**src/integer_array_sort_search_macros.svh**
```systemverilog
// ----------------------------------------------------------------------------
// Assertion macros for the integer array sort and search block
// Each macro expects signals named clk and rst in the scope where it is used.
// ----------------------------------------------------------------------------
`ifndef INTEGER_ARRAY_SORT_SEARCH_MACROS_SVH
`define INTEGER_ARRAY_SORT_SEARCH_MACROS_SVH

`ifndef NO_ASSERTIONS
// Consequent must hold in the cycle after the antecedent.
`define IASS_ASSERT_NEXT(lbl, ante, cons) \
  lbl: assert property (@(posedge clk) disable iff (rst) (ante) |=> (cons)) \
    else $error("assertion failed");
// Consequent must hold in the same cycle as the antecedent.
`define IASS_ASSERT_IMPL(lbl, ante, cons) \
  lbl: assert property (@(posedge clk) disable iff (rst) (ante) |-> (cons)) \
    else $error("assertion failed");
`else
`define IASS_ASSERT_NEXT(lbl, ante, cons)
`define IASS_ASSERT_IMPL(lbl, ante, cons)
`endif

`endif

```
**src/iass_pkg.sv**
```systemverilog
// ----------------------------------------------------------------------------
// iass_pkg
// Shared types, constants and codes of the integer array sort and search block.
// ----------------------------------------------------------------------------
package iass_pkg;

  localparam int DEPTH_DEF      = 1024;
  localparam int MIN_RUN_DEF    = 16;
  localparam int DATA_WIDTH_DEF = 32;

  localparam int STACK_DEPTH = 64;
  localparam int STK_AW      = $clog2(STACK_DEPTH);
  localparam int SP_W        = STK_AW + 1;

  localparam int CMD_W  = 2;
  localparam int IDX_W  = 17;
  localparam int VAL_W  = 32;
  localparam int SIZE_W = 11;
  localparam int BASE_W = 16;
  localparam int CFG_W  = 16;

  localparam logic [SIZE_W-1:0] SIZE_RESET = SIZE_W'(1024);

  // Configuration register indexes.
  localparam logic REG_ARRAY_SIZE = 1'b0;
  localparam logic REG_INDEX_BASE = 1'b1;

  typedef enum logic [CMD_W-1:0] {
    CMD_WRITE  = 2'd0,
    CMD_READ   = 2'd1,
    CMD_SORT   = 2'd2,
    CMD_SEARCH = 2'd3
  } cmd_t;

  typedef enum logic [26:0] {
    ST_IDLE     = 27'd1 << 0,
    ST_DECODE   = 27'd1 << 1,
    ST_RD       = 27'd1 << 2,
    ST_S_LOOP   = 27'd1 << 3,
    ST_S_CMP    = 27'd1 << 4,
    ST_S_END    = 27'd1 << 5,
    ST_Q_POP    = 27'd1 << 6,
    ST_Q_POPW   = 27'd1 << 7,
    ST_Q_M1     = 27'd1 << 8,
    ST_Q_M2     = 27'd1 << 9,
    ST_Q_M3     = 27'd1 << 10,
    ST_Q_M4     = 27'd1 << 11,
    ST_Q_I      = 27'd1 << 12,
    ST_Q_IC     = 27'd1 << 13,
    ST_Q_KC     = 27'd1 << 14,
    ST_Q_SW2    = 27'd1 << 15,
    ST_Q_FIN    = 27'd1 << 16,
    ST_Q_PUSH2  = 27'd1 << 17,
    ST_I_START  = 27'd1 << 18,
    ST_I_SCAN   = 27'd1 << 19,
    ST_I_SWAP   = 27'd1 << 20,
    ST_I_SWAP2  = 27'd1 << 21,
    ST_I_NEXT   = 27'd1 << 22,
    ST_I_SAVE   = 27'd1 << 23,
    ST_I_CMP    = 27'd1 << 24,
    ST_I_PUT    = 27'd1 << 25,
    ST_FINISH   = 27'd1 << 26
  } ctl_state_t;

  typedef struct packed {
    ctl_state_t op;
    logic       accept;
    logic       load_out;
  } dp_cmd_t;

  typedef struct packed {
    cmd_t cmd;
    logic bad_idx;
    logic bad_rng;
    logic single;
    logic s_more;
    logic s_eq;
    logic stk_empty;
    logic q_degen;
    logic i_more;
    logic k_more;
    logic ik_lt;
    logic push2;
    logic scan_last;
    logic is_done;
    logic is_shift;
    logic is_cont;
  } dp_status_t;

endpackage

```
**src/iass_ctrl.sv**
```systemverilog
// ----------------------------------------------------------------------------
// iass_ctrl
// Sequencer for commands, partition passes, insertion sort and search.
// ----------------------------------------------------------------------------
`include "integer_array_sort_search_macros.svh"

module iass_ctrl
  import iass_pkg::*;
(
  input  logic       clk,
  input  logic       rst,
  input  logic       s_tvalid,
  output logic       s_tready,
  output logic       m_tvalid,
  input  logic       m_tready,
  output dp_cmd_t    cmd,
  input  dp_status_t st
);

  ctl_state_t state, state_next;
  logic       slot_free;

  assign s_tready  = (state == ST_IDLE);
  assign slot_free = !m_tvalid || m_tready;

  assign cmd.op       = state;
  assign cmd.accept   = s_tvalid && s_tready;
  assign cmd.load_out = (state == ST_FINISH) && slot_free;

  always_comb begin
    state_next = state;
    unique case (state)
      ST_IDLE:    if (s_tvalid) state_next = ST_DECODE;
      ST_DECODE: begin
        unique case (st.cmd)
          CMD_WRITE:  state_next = ST_FINISH;
          CMD_READ:   state_next = st.bad_idx ? ST_FINISH : ST_RD;
          CMD_SORT:   state_next = (st.bad_rng || st.single) ? ST_FINISH : ST_Q_POP;
          CMD_SEARCH: state_next = ST_S_LOOP;
          default:    state_next = ST_FINISH;
        endcase
      end
      ST_RD:      state_next = ST_FINISH;
      ST_S_LOOP:  state_next = st.s_more ? ST_S_CMP : ST_S_END;
      ST_S_CMP:   state_next = st.s_eq ? ST_FINISH : ST_S_LOOP;
      ST_S_END:   state_next = ST_FINISH;
      ST_Q_POP:   state_next = st.stk_empty ? ST_I_START : ST_Q_POPW;
      ST_Q_POPW:  state_next = st.q_degen ? ST_Q_POP : ST_Q_M1;
      ST_Q_M1:    state_next = ST_Q_M2;
      ST_Q_M2:    state_next = ST_Q_M3;
      ST_Q_M3:    state_next = ST_Q_M4;
      ST_Q_M4:    state_next = ST_Q_I;
      ST_Q_I:     state_next = ST_Q_IC;
      ST_Q_IC:    state_next = st.i_more ? ST_Q_IC : ST_Q_KC;
      ST_Q_KC: begin
        priority if (st.k_more) state_next = ST_Q_KC;
        else if (st.ik_lt)      state_next = ST_Q_SW2;
        else                    state_next = ST_Q_FIN;
      end
      ST_Q_SW2:   state_next = ST_Q_I;
      ST_Q_FIN:   state_next = st.push2 ? ST_Q_PUSH2 : ST_Q_POP;
      ST_Q_PUSH2: state_next = ST_Q_POP;
      ST_I_START: state_next = ST_I_SCAN;
      ST_I_SCAN:  state_next = st.scan_last ? ST_I_SWAP : ST_I_SCAN;
      ST_I_SWAP:  state_next = ST_I_SWAP2;
      ST_I_SWAP2: state_next = ST_I_NEXT;
      ST_I_NEXT:  state_next = st.is_done ? ST_FINISH : ST_I_SAVE;
      ST_I_SAVE:  state_next = ST_I_CMP;
      ST_I_CMP:   state_next = (st.is_shift && st.is_cont) ? ST_I_CMP : ST_I_PUT;
      ST_I_PUT:   state_next = ST_I_NEXT;
      ST_FINISH:  if (slot_free) state_next = ST_IDLE;
      default:    state_next = ST_IDLE;
    endcase
  end

  always_ff @(posedge clk) begin
    if (rst) begin
      state    <= ST_IDLE;
      m_tvalid <= 1'b0;
    end else begin
      state <= state_next;
      if (cmd.load_out) begin
        m_tvalid <= 1'b1;
      end else if (m_tready) begin
        m_tvalid <= 1'b0;
      end
    end
  end

  `IASS_ASSERT_NEXT(a_accept_decode, s_tvalid && s_tready, state == ST_DECODE)
  `IASS_ASSERT_NEXT(a_finish_out, cmd.load_out, m_tvalid && state == ST_IDLE)
  `IASS_ASSERT_NEXT(a_empty_insert, state == ST_Q_POP && st.stk_empty, state == ST_I_START)
  `IASS_ASSERT_IMPL(a_popw_after_pop, state == ST_Q_POPW, $past(state) == ST_Q_POP)

endmodule

```
**config.mk**
```make
export PLATFORM = sky130hd
export DESIGN_NAME = iass_ctrl
export DESIGN_NICKNAME = d
export VERILOG_FILES = /design/src/iass_pkg.sv /design/src/iass_ctrl.sv
export VERILOG_INCLUDE_DIRS = /design/src /design/src/src
export SDC_FILE = /design/constraint.sdc
export NUM_CORES = 1
export LEC_CHECK = 0
export BUFFER_PORTS_ARGS = -buffer_cell sky130_fd_sc_hd__buf_4
export CORE_ASPECT_RATIO = 0.6
export CORE_MARGIN = 10
export CORE_UTILIZATION = 46
export DETAILED_ROUTE_END_ITERATION = 12
export PLACE_DENSITY = 0.74
export REMOVE_ABC_BUFFERS = 1
export SYNTH_ARGS = -nofsm -noshare
export SYNTH_HDL_FRONTEND = slang
export SYNTH_SLANG_ARGS = --single-unit
```
**constraint.sdc**
```tcl
create_clock -name clk -period 2.9 [get_ports clk]
set_clock_uncertainty 0.1 [all_clocks]
set_input_delay 0.58 -clock clk [delete_from_list [all_inputs] [get_ports clk]]
set_output_delay 0.58 -clock clk [all_outputs]
set_load 0.01 [all_outputs]
```
# Word-level counts from Yosys, hierarchy flattened
# Cells that the tools add are included.
# Widths: inputs -> output; s select.
dict set report word_totals {
  ff_bits 28
  input_bits 21
  out_inout_bits 31
  elab_cells 65
}
dict set report classes {
  eq_ne 32
  mux 19
  n_reduce_logical 12
}
# cell n
set op_table {}
lappend op_table {{$pmux 27 s24} 1}
lappend op_table {{$mux 27} 6}
lappend op_table {{$pmux 27 s4} 1}
lappend op_table {{$mux 17} 2}
lappend op_table {{$eq 27x1->1 const B} 1}
lappend op_table {{$eq 27x10->1 const B} 1}
lappend op_table {{$eq 27x11->1 const B} 1}
lappend op_table {{$eq 27x12->1 const B} 1}
lappend op_table {{$eq 27x13->1 const B} 1}
lappend op_table {{$eq 27x14->1 const B} 1}
lappend op_table {{$eq 27x15->1 const B} 1}
lappend op_table {{$eq 27x16->1 const B} 1}
lappend op_table {{$eq 27x17->1 const B} 1}
lappend op_table {{$eq 27x18->1 const B} 1}
lappend op_table {{$eq 27x19->1 const B} 1}
lappend op_table {{$eq 27x2->1 const B} 1}
lappend op_table {{$eq 27x20->1 const B} 1}
lappend op_table {{$eq 27x21->1 const B} 1}
lappend op_table {{$eq 27x22->1 const B} 1}
lappend op_table {{$eq 27x23->1 const B} 1}
lappend op_table {{$eq 27x24->1 const B} 1}
lappend op_table {{$eq 27x25->1 const B} 1}
lappend op_table {{$eq 27x26->1 const B} 1}
lappend op_table {{$eq 27x27->1 const B} 1}
lappend op_table {{other kinds (25)} 33}

# Depth between registers and ports, before layout
# Gate-level depths: netlist (run 1).
dict set report depth {
  ltp_word 4
  depth_mapped 8
  depth_no_buf 6
}

# Least setup slack after synthesis (run 1)
# Ideal clock, no wire load.
dict set report synth_timing {
  kind {register to output}
  startpoint {reg state[8]}
  endpoint {out cmd[1] (netlist name)}
  arrival_time_ns 1.704
  required_time_ns 2.220
  setup_slack_ns 0.516
  stages_incl_launch_ff 6
  path_buffers 0
  cell_sequence {dfxtp_1 -> nor4_2 -> nand4_1 -> or2_2 -> nor2_1 -> and2_1}
}
# element line_no
set synth_lines {}
lappend synth_lines {{from (decl)} iass_ctrl.sv:20} ;# ctl_state_t state, state_next;
lappend synth_lines {{from (signal assigned)} iass_ctrl.sv:81} ;# state <= state_next;
lappend synth_lines {{to (decl)} iass_ctrl.sv:16} ;# output dp_cmd_t cmd,

==> results of run 1 <==
-- worst register-to-register path, stage by stage (launching register included) --
cell	delay, ps
dfxtp_1	390
nor4_4	440
nand4_2	210
or2_4	340
or4b_4	520
or2_0	220
a31oi_1	160
-- cells in the mapped netlist, types with 3 or more instances --
cell type | instances | area [µm²]
nand2b_1 | 5 | 31.3
nor3b_1 | 4 | 30.0
nor2b_1 | 4 | 25.0
dfxtp_1 | 28 | 561
xor2_1 | 7 | 61.3
o21ai_0 | 8 | 40.0
nand2_1 | 16 | 60.1
a21oi_1 | 4 | 20.0
nand3_1 | 8 | 40.0
nor2_1 | 19 | 71.3
nor4_1 | 8 | 50.1
nand4_1 | 3 | 18.8
nand4b_1 | 4 | 35.0
and3_1 | 3 | 18.8
inv_1 | 5 | 18.8
buf_2 | 3 | 15.0
nor4b_1 | 3 | 26.3
nor3_1 | 19 | 95.1
-- layer usage --
layer | global-route usage | part of all wire | vias to the layer above
li1 | - | - | 809
met1 | 0.215 | 0.51 | 713
met2 | 0.201 | 0.40 | 68
met3 | 0.0632 | 0.088 | 2
met4 | 0.0130 | 0.0017 | 0
met5 | 0 | 0 | -
-- layout make-up --
| cell class | instances | share of cell area |
|---|---|---|
| multi-input combinational | 150 | 0.469 |
| timing repair buffer | 53 | 0.194 |
| sequential | 28 | 0.273 |
| clock buffer | 4 | 0.0268 |
| inverter | 5 | 0.00915 |
| tap | 45 | 0.0275 |
-- state kept, by name, summed over array words and instances (netlist names) --
| name | cells |
|---|---|
| state | 27 |
| m_tvalid | 1 |
-- power by group through the flow --
stage / clock (mW) / combinational (mW) / sequential, mW
2_1_floorplan: 0 / 0.0663 / 0.405
5_1_grt: 0.272 / 0.144 / 0.397
3_5_place_dp: 0 / 0.129 / 0.404
4_1_cts: 0.252 / 0.130 / 0.396
6_report: 0.249 / 0.131 / 0.396
3_3_place_gp: 0 / 0.128 / 0.405
-- metrics by stage --
| stage | utilization | total power [mW] | worst slack, ps | cells |
|---|---|---|---|---|
| 2_1_floorplan | - | 0.471 | 516 | 183 |
| 3_3_place_gp | 0.611 | 0.533 | 445 | 280 |
| 3_5_place_dp | 0.611 | 0.534 | 366 | 280 |
| 4_1_cts | 0.628 | 0.777 | 50.4 | 284 |
| 5_1_grt | 0.632 | 0.813 | 3.54 | 285 |
| 6_report | 0.632 | 0.777 | 140 | 285 |
-- cells by family after synthesis --
group / after synthesis / share of synthesized area
xor+xnor: 9 / 0.0507
simple gates: 116 / 0.455
flops: 28 / 0.360
compound gates: 23 / 0.0958
buf+inv: 9 / 0.0241
mux: 2 / 0.0145
-- worst paths after layout --
| kind | from | to | cells past startpoint |
|---|---|---|---|
| max reg2reg | state[21] | state[6] | 6 |
| min reg2reg | state[9] | state[10] | 2 |
| max | state[13] | cmd[0] | 5 |
| min | st[2] | state[23] | 2 |
-- timing repair --
action / CTS / global route
hold buffers: 0 / 0
setup endpoints to repair: 0 / 2
buffers inserted: 0 / 1
gates resized for setup: 0 / 1
==> results.yml, run 1 <==
run_status:
  outcome: "completed"
critical_path:
  end_kind: "output port"
  worstPathCellList: "nor4_4 -> nand2_1 -> or3_1 -> nor2_1 -> buf_4"
  crit_buf_inv: 1
  startpoint_type: "flip-flop"
  cp_max_fo: 10
  crit_slowest_cell: "nor4_4"
  worstSetupPathType: "flip-flop to output port"
  regToRegSetupSlack_ps: 450
  critical_path.max_stage_delay_ps: 440
  crit_required_ps: 2220
  crit_family: "simple AND/OR/NAND/NOR gates"
  crit_arrival_ps: 2080
pwr:
  p_seq_frac: 0.510
  sw_frac_of_total: 0.263
  power_density_nw_per_um2: 379
  irDropWorstVdd_mv: 0.260
  p_int_uw: 572
  switching_power_uw: 204
  power_frac_clock: 0.321
  combPwrFrac: 0.169
  p_leak_nw: 0.914
placement:
  place_area_um2: 1980
  gp_congestion: 0.870
  port_buffers: 51
  dp_hpwl_um: 3680
finish:
  final_cell_mix: "53 x buf_4, 28 x dfxtp_1, 19 x nor2_1, 18 x nor3_1, 16 x nand2_1"
  register_area_um2: 561
  mostFrequentLayoutCell: "buf_4"
  num_antenna_cells: 0
  finalNetCount: 262
  finalInstanceArea_um2: 2050
  multi_input_comb_area_um2: 962
  fill_cells: 306
  areaGrowthSynthToFinish_pct: 31.9
  drive_gt1_frac: 0.304
clock_tree:
  clockRootBuffer: "clkbuf_8"
  cts_buffer_depth: 2
  cts_made_buffers: 3
  clk_pin_slew_ps: 100
  cts.sinks: 28
  clk_latency_ps: 280
  htree_levels: 1
  cts_tree: "yes"
die:
  fp.dieArea_um2: 6180
  rows: 16
  io_pins: 52
  die_w_um: 95.1
  die_height_um: 65.0
  core_area_um2: 3240
  start_util: 0.480
timing:
  finalMaxSlewViolations: 0
  fmax_mhz: 362
  setup_tns_ps: 0
  hold_viol: 0
  tightest_slew_ps: 542
  timing.hold.ws_ps: 354
  rsz0062_at_grt: "no"
  relSlewSlack: 0.638
  fin_crit_sh: 0.952
  finalSetupViolCount: 0
  period_minus_slack_ps: 2760
logic_synthesis:
  yosysWarnings: 0
  syn-instance-count: 187
  async_reset_ff_frac: 0
  synth-edff-count: 0
  avgSynthCellArea_um2: 8.32
  ys_seq_area_frac: 0.360
  synth.distinct_cells: 47
  postSynthRegisterBits: 28
  synthFlopType: "dfxtp_1"
  netlist_area_um2: 1560
global_route:
  grt_pass1_vias: 1494
  grt_max_degree: 17
  grt_pass1_wl_um: 7560
  antenna_found_initial: 0
  grt_use_total: 0.148
  grt_overflow_total: 0
route:
  ant_nets: 0
  vias: 1592
  drt_iter0_drc: 148
  routedWlPerCell_um: 16.1
  via_per_inst: 5.59
  first_pass_iters: 4
  routed_wl_um: 4580
  drc: 0
job:
  max_cap_viol_count: 0
min_path:
  hp-class: "input port to flip-flop"
Power figures use the tool's default switching activity.
==> inputs of run 2 (changes only) <==
- ABC_AREA: unset -> 1
- CTS_CLUSTER_DIAMETER: unset -> 100
- PLACE_DENSITY: 0.74 -> 0.71
==> run 2 against run 1 <==
Against the previous run:
- non-clock buffer count decreased by 2
- count of clock-buffer cells in the layout decreased by 1
- sequential power increased by 7.6%
- synthesized cell count increased by 69%
- utilization decreased by 2.8 points
- synthesized area increased by 31%
- maximum frequency increased by 15%
- clock power increased by 27%
- sequential share of layout area decreased by 5.2 points
- first-iteration DRC count decreased by 30%
- critical path type unchanged
- critical endpoint is now cmd[1]
- largest cell class unchanged
- largest power group is now combinational cells
==> results.yml, run 2 <==
global_route:
  antenna_found_initial: 0
  grt_use_total: 0.147
  grt_pass1_vias: 1975
  grt_overflow_total: 0
  grt_max_degree: 19
  grt_pass1_wl_um: 9370
critical_path:
  crit_family: "simple AND/OR/NAND/NOR gates"
  end_kind: "output port"
  startpoint_type: "flip-flop"
  crit_required_ps: 2220
  cp_max_fo: 8
  critical_path.max_stage_delay_ps: 340
  worstPathCellList: "inv_1 -> nand2_1 -> nor2_4 -> nand2_4 -> nor2_8 -> nand3_1 -> nor2_1 -> buf_4"
  worstSetupPathType: "flip-flop to output port"
  crit_arrival_ps: 1730
  crit_buf_inv: 2
  crit_slowest_cell: "dfxtp_1"
logic_synthesis:
  yosysMostFrequentCell: "nand2_1"
  synth_largest_area_cell: "dfxtp_1"
  async_reset_ff_frac: 0
  yosysWarnings: 0
  synth.distinct_cells: 31
  synthFlopType: "dfxtp_1"
  ys_seq_area_frac: 0.276
  postSynthRegisterBits: 28
  avgSynthCellArea_um2: 6.43
  yosys.area.top_type_share: 0.276
  netlist_top_cells_count: "60 x nand2_1, 56 x nor2_1, 47 x inv_1, 36 x nand3_1, 28 x dfxtp_1"
  synth_area_leaders: "dfxtp_1 28%, nand2_1 11%, nor2_1 10%, nand3_1 8.9%, inv_1 8.7%"
  netlist_area_um2: 2030
  synth-edff-count: 0
  syn-instance-count: 316
pwr:
  p_int_uw: 777
  p_seq_frac: 0.326
  sw_frac_of_total: 0.405
  power_density_nw_per_um2: 516
  power_frac_clock: 0.242
  p_leak_nw: 1.20
  switching_power_uw: 528
  p_total_mw: 1.31
  irDropWorstVdd_mv: 0.387
  combPwrFrac: 0.431
timing:
  timing.hold.ws_ps: 355
  hold_viol: 0
  fin_crit_sh: 0.830
  fmax_mhz: 415
  period_minus_slack_ps: 2410
  relSlewSlack: 0.671
  setup_tns_ps: 0
  finalSetupViolCount: 0
  tightest_slew_ps: 490
  finalMaxSlewViolations: 0
  rsz0062_at_grt: "no"
route:
  routedWlPerCell_um: 13.1
  top_layer: "met4"
  wl_met3_um: 522
  dr_wl_met2_um: 2230
  wl_met1_um: 2800
  drt_iter0_drc: 104
  vias: 2093
  routed_wl_um: 5590
  first_pass_iters: 4
  via_per_inst: 4.90
  drc: 0
  ant_nets: 0
die:
  io_pins: 52
  fp.dieArea_um2: 7560
  die_height_um: 71.5
  core_area_um2: 4190
  die_w_um: 106
  rows: 18
  start_util: 0.485
finish:
  num_antenna_cells: 0
  drive_gt1_frac: 0.264
  final_cell_mix: "60 x nand2_1, 56 x nor2_1, 51 x buf_4, 47 x inv_1, 36 x nand3_1"
  finalNetCount: 389
  areaGrowthSynthToFinish_pct: 24.6
  largest_registers: "state x27, m_tvalid x1"
  largest_reg_flops: 27
  regMostFlops: "state"
  mostFrequentLayoutCell: "nand2_1"
min_path:
  hp-class: "input port to flip-flop"
clock_tree:
  cts_setup_buffers: 0
  post_cts_resized: 0
  cts_buffer_depth: 2
  htree_levels: 1
  cts.sinks: 28
  ctsHoldBuffers: 0
  cts_made_buffers: 3
  clockRootBuffer: "clkbuf_8"
  clk_pin_slew_ps: 100
  cts_tree: "yes"
  clk_latency_ps: 280
placement:
  port_buffers: 51
  gp_congestion: 0.845
  dp_hpwl_um: 4530
run_status:
  outcome: "completed"
job:
  max_cap_viol_count: 0
## run 2: kinds of logic (layout without fill, tap and decap cells)
logic type / count (synthesis) / in the layout / synth area share
AND/OR/NAND/NOR: 216 / 216 / 0.559
buffers and inverters: 59 / 110 / 0.123
flip-flops: 28 / 28 / 0.276
AO/OA/AOI/OAI: 13 / 13 / 0.0425
## run 2: worst reg2reg max path, delay by kind of cell, from the launching register on
family        cells  cell delay, ps
simple gates     11            1190
flops             1             340
buf+inv           1             150
## run 2: layout make-up
cell class | count | area (µm²)
Clock inverter | 1 | 30.0
Sequential cell | 28 | 561
Timing Repair Buffer | 51 | 383
Inverter | 55 | 219
Multi-Input combinational cell | 229 | 1220
Fill cell | 423 | 1660
Tap cell | 60 | 75.1
Clock buffer | 3 | 41.3
## run 2: power by group through the flow
| stage | sequential [mW] | clock [mW] | combinational, mW |
|---|---|---|---|
| floorplan | 0.440 | 0 | 0.384 |
| global placement | 0.432 | 0 | 0.558 |
| detailed placement | 0.434 | 0 | 0.564 |
| CTS | 0.426 | 0.321 | 0.565 |
| global route | 0.431 | 0.337 | 0.631 |
| finish | 0.426 | 0.316 | 0.563 |
## run 2: worst paths after layout
kind / startpoint / endpoint / slack, ps / cells after the start
setup / recovery: state[13] / cmd[1] / 490 / 8
hold / removal: st[11] / state[5] / 350 / 2
hold reg to reg: m_tvalid / m_tvalid / 510 / 4
setup reg to reg: state[22] / state[0] / 1020 / 12
## run 2: layer usage
| layer | GRT usage | up-vias |
|---|---|---|
| met5 | 0 | - |
| met4 | 0.0239 | 0 |
| met3 | 0.0509 | 2 |
| met2 | 0.211 | 68 |
| met1 | 0.208 | 913 |
| li1 | - | 1110 |
## run 2: through the flow
step	std cells	instance area, µm²	utilization	setup slack, ps
after global routing	427	2530	0.604	279
after detailed placement	423	2460	0.587	800
final	427	2530	0.604	492
after CTS	427	2530	0.604	476
after floorplan	312	2000	-	960
after global placement	423	2460	0.587	828
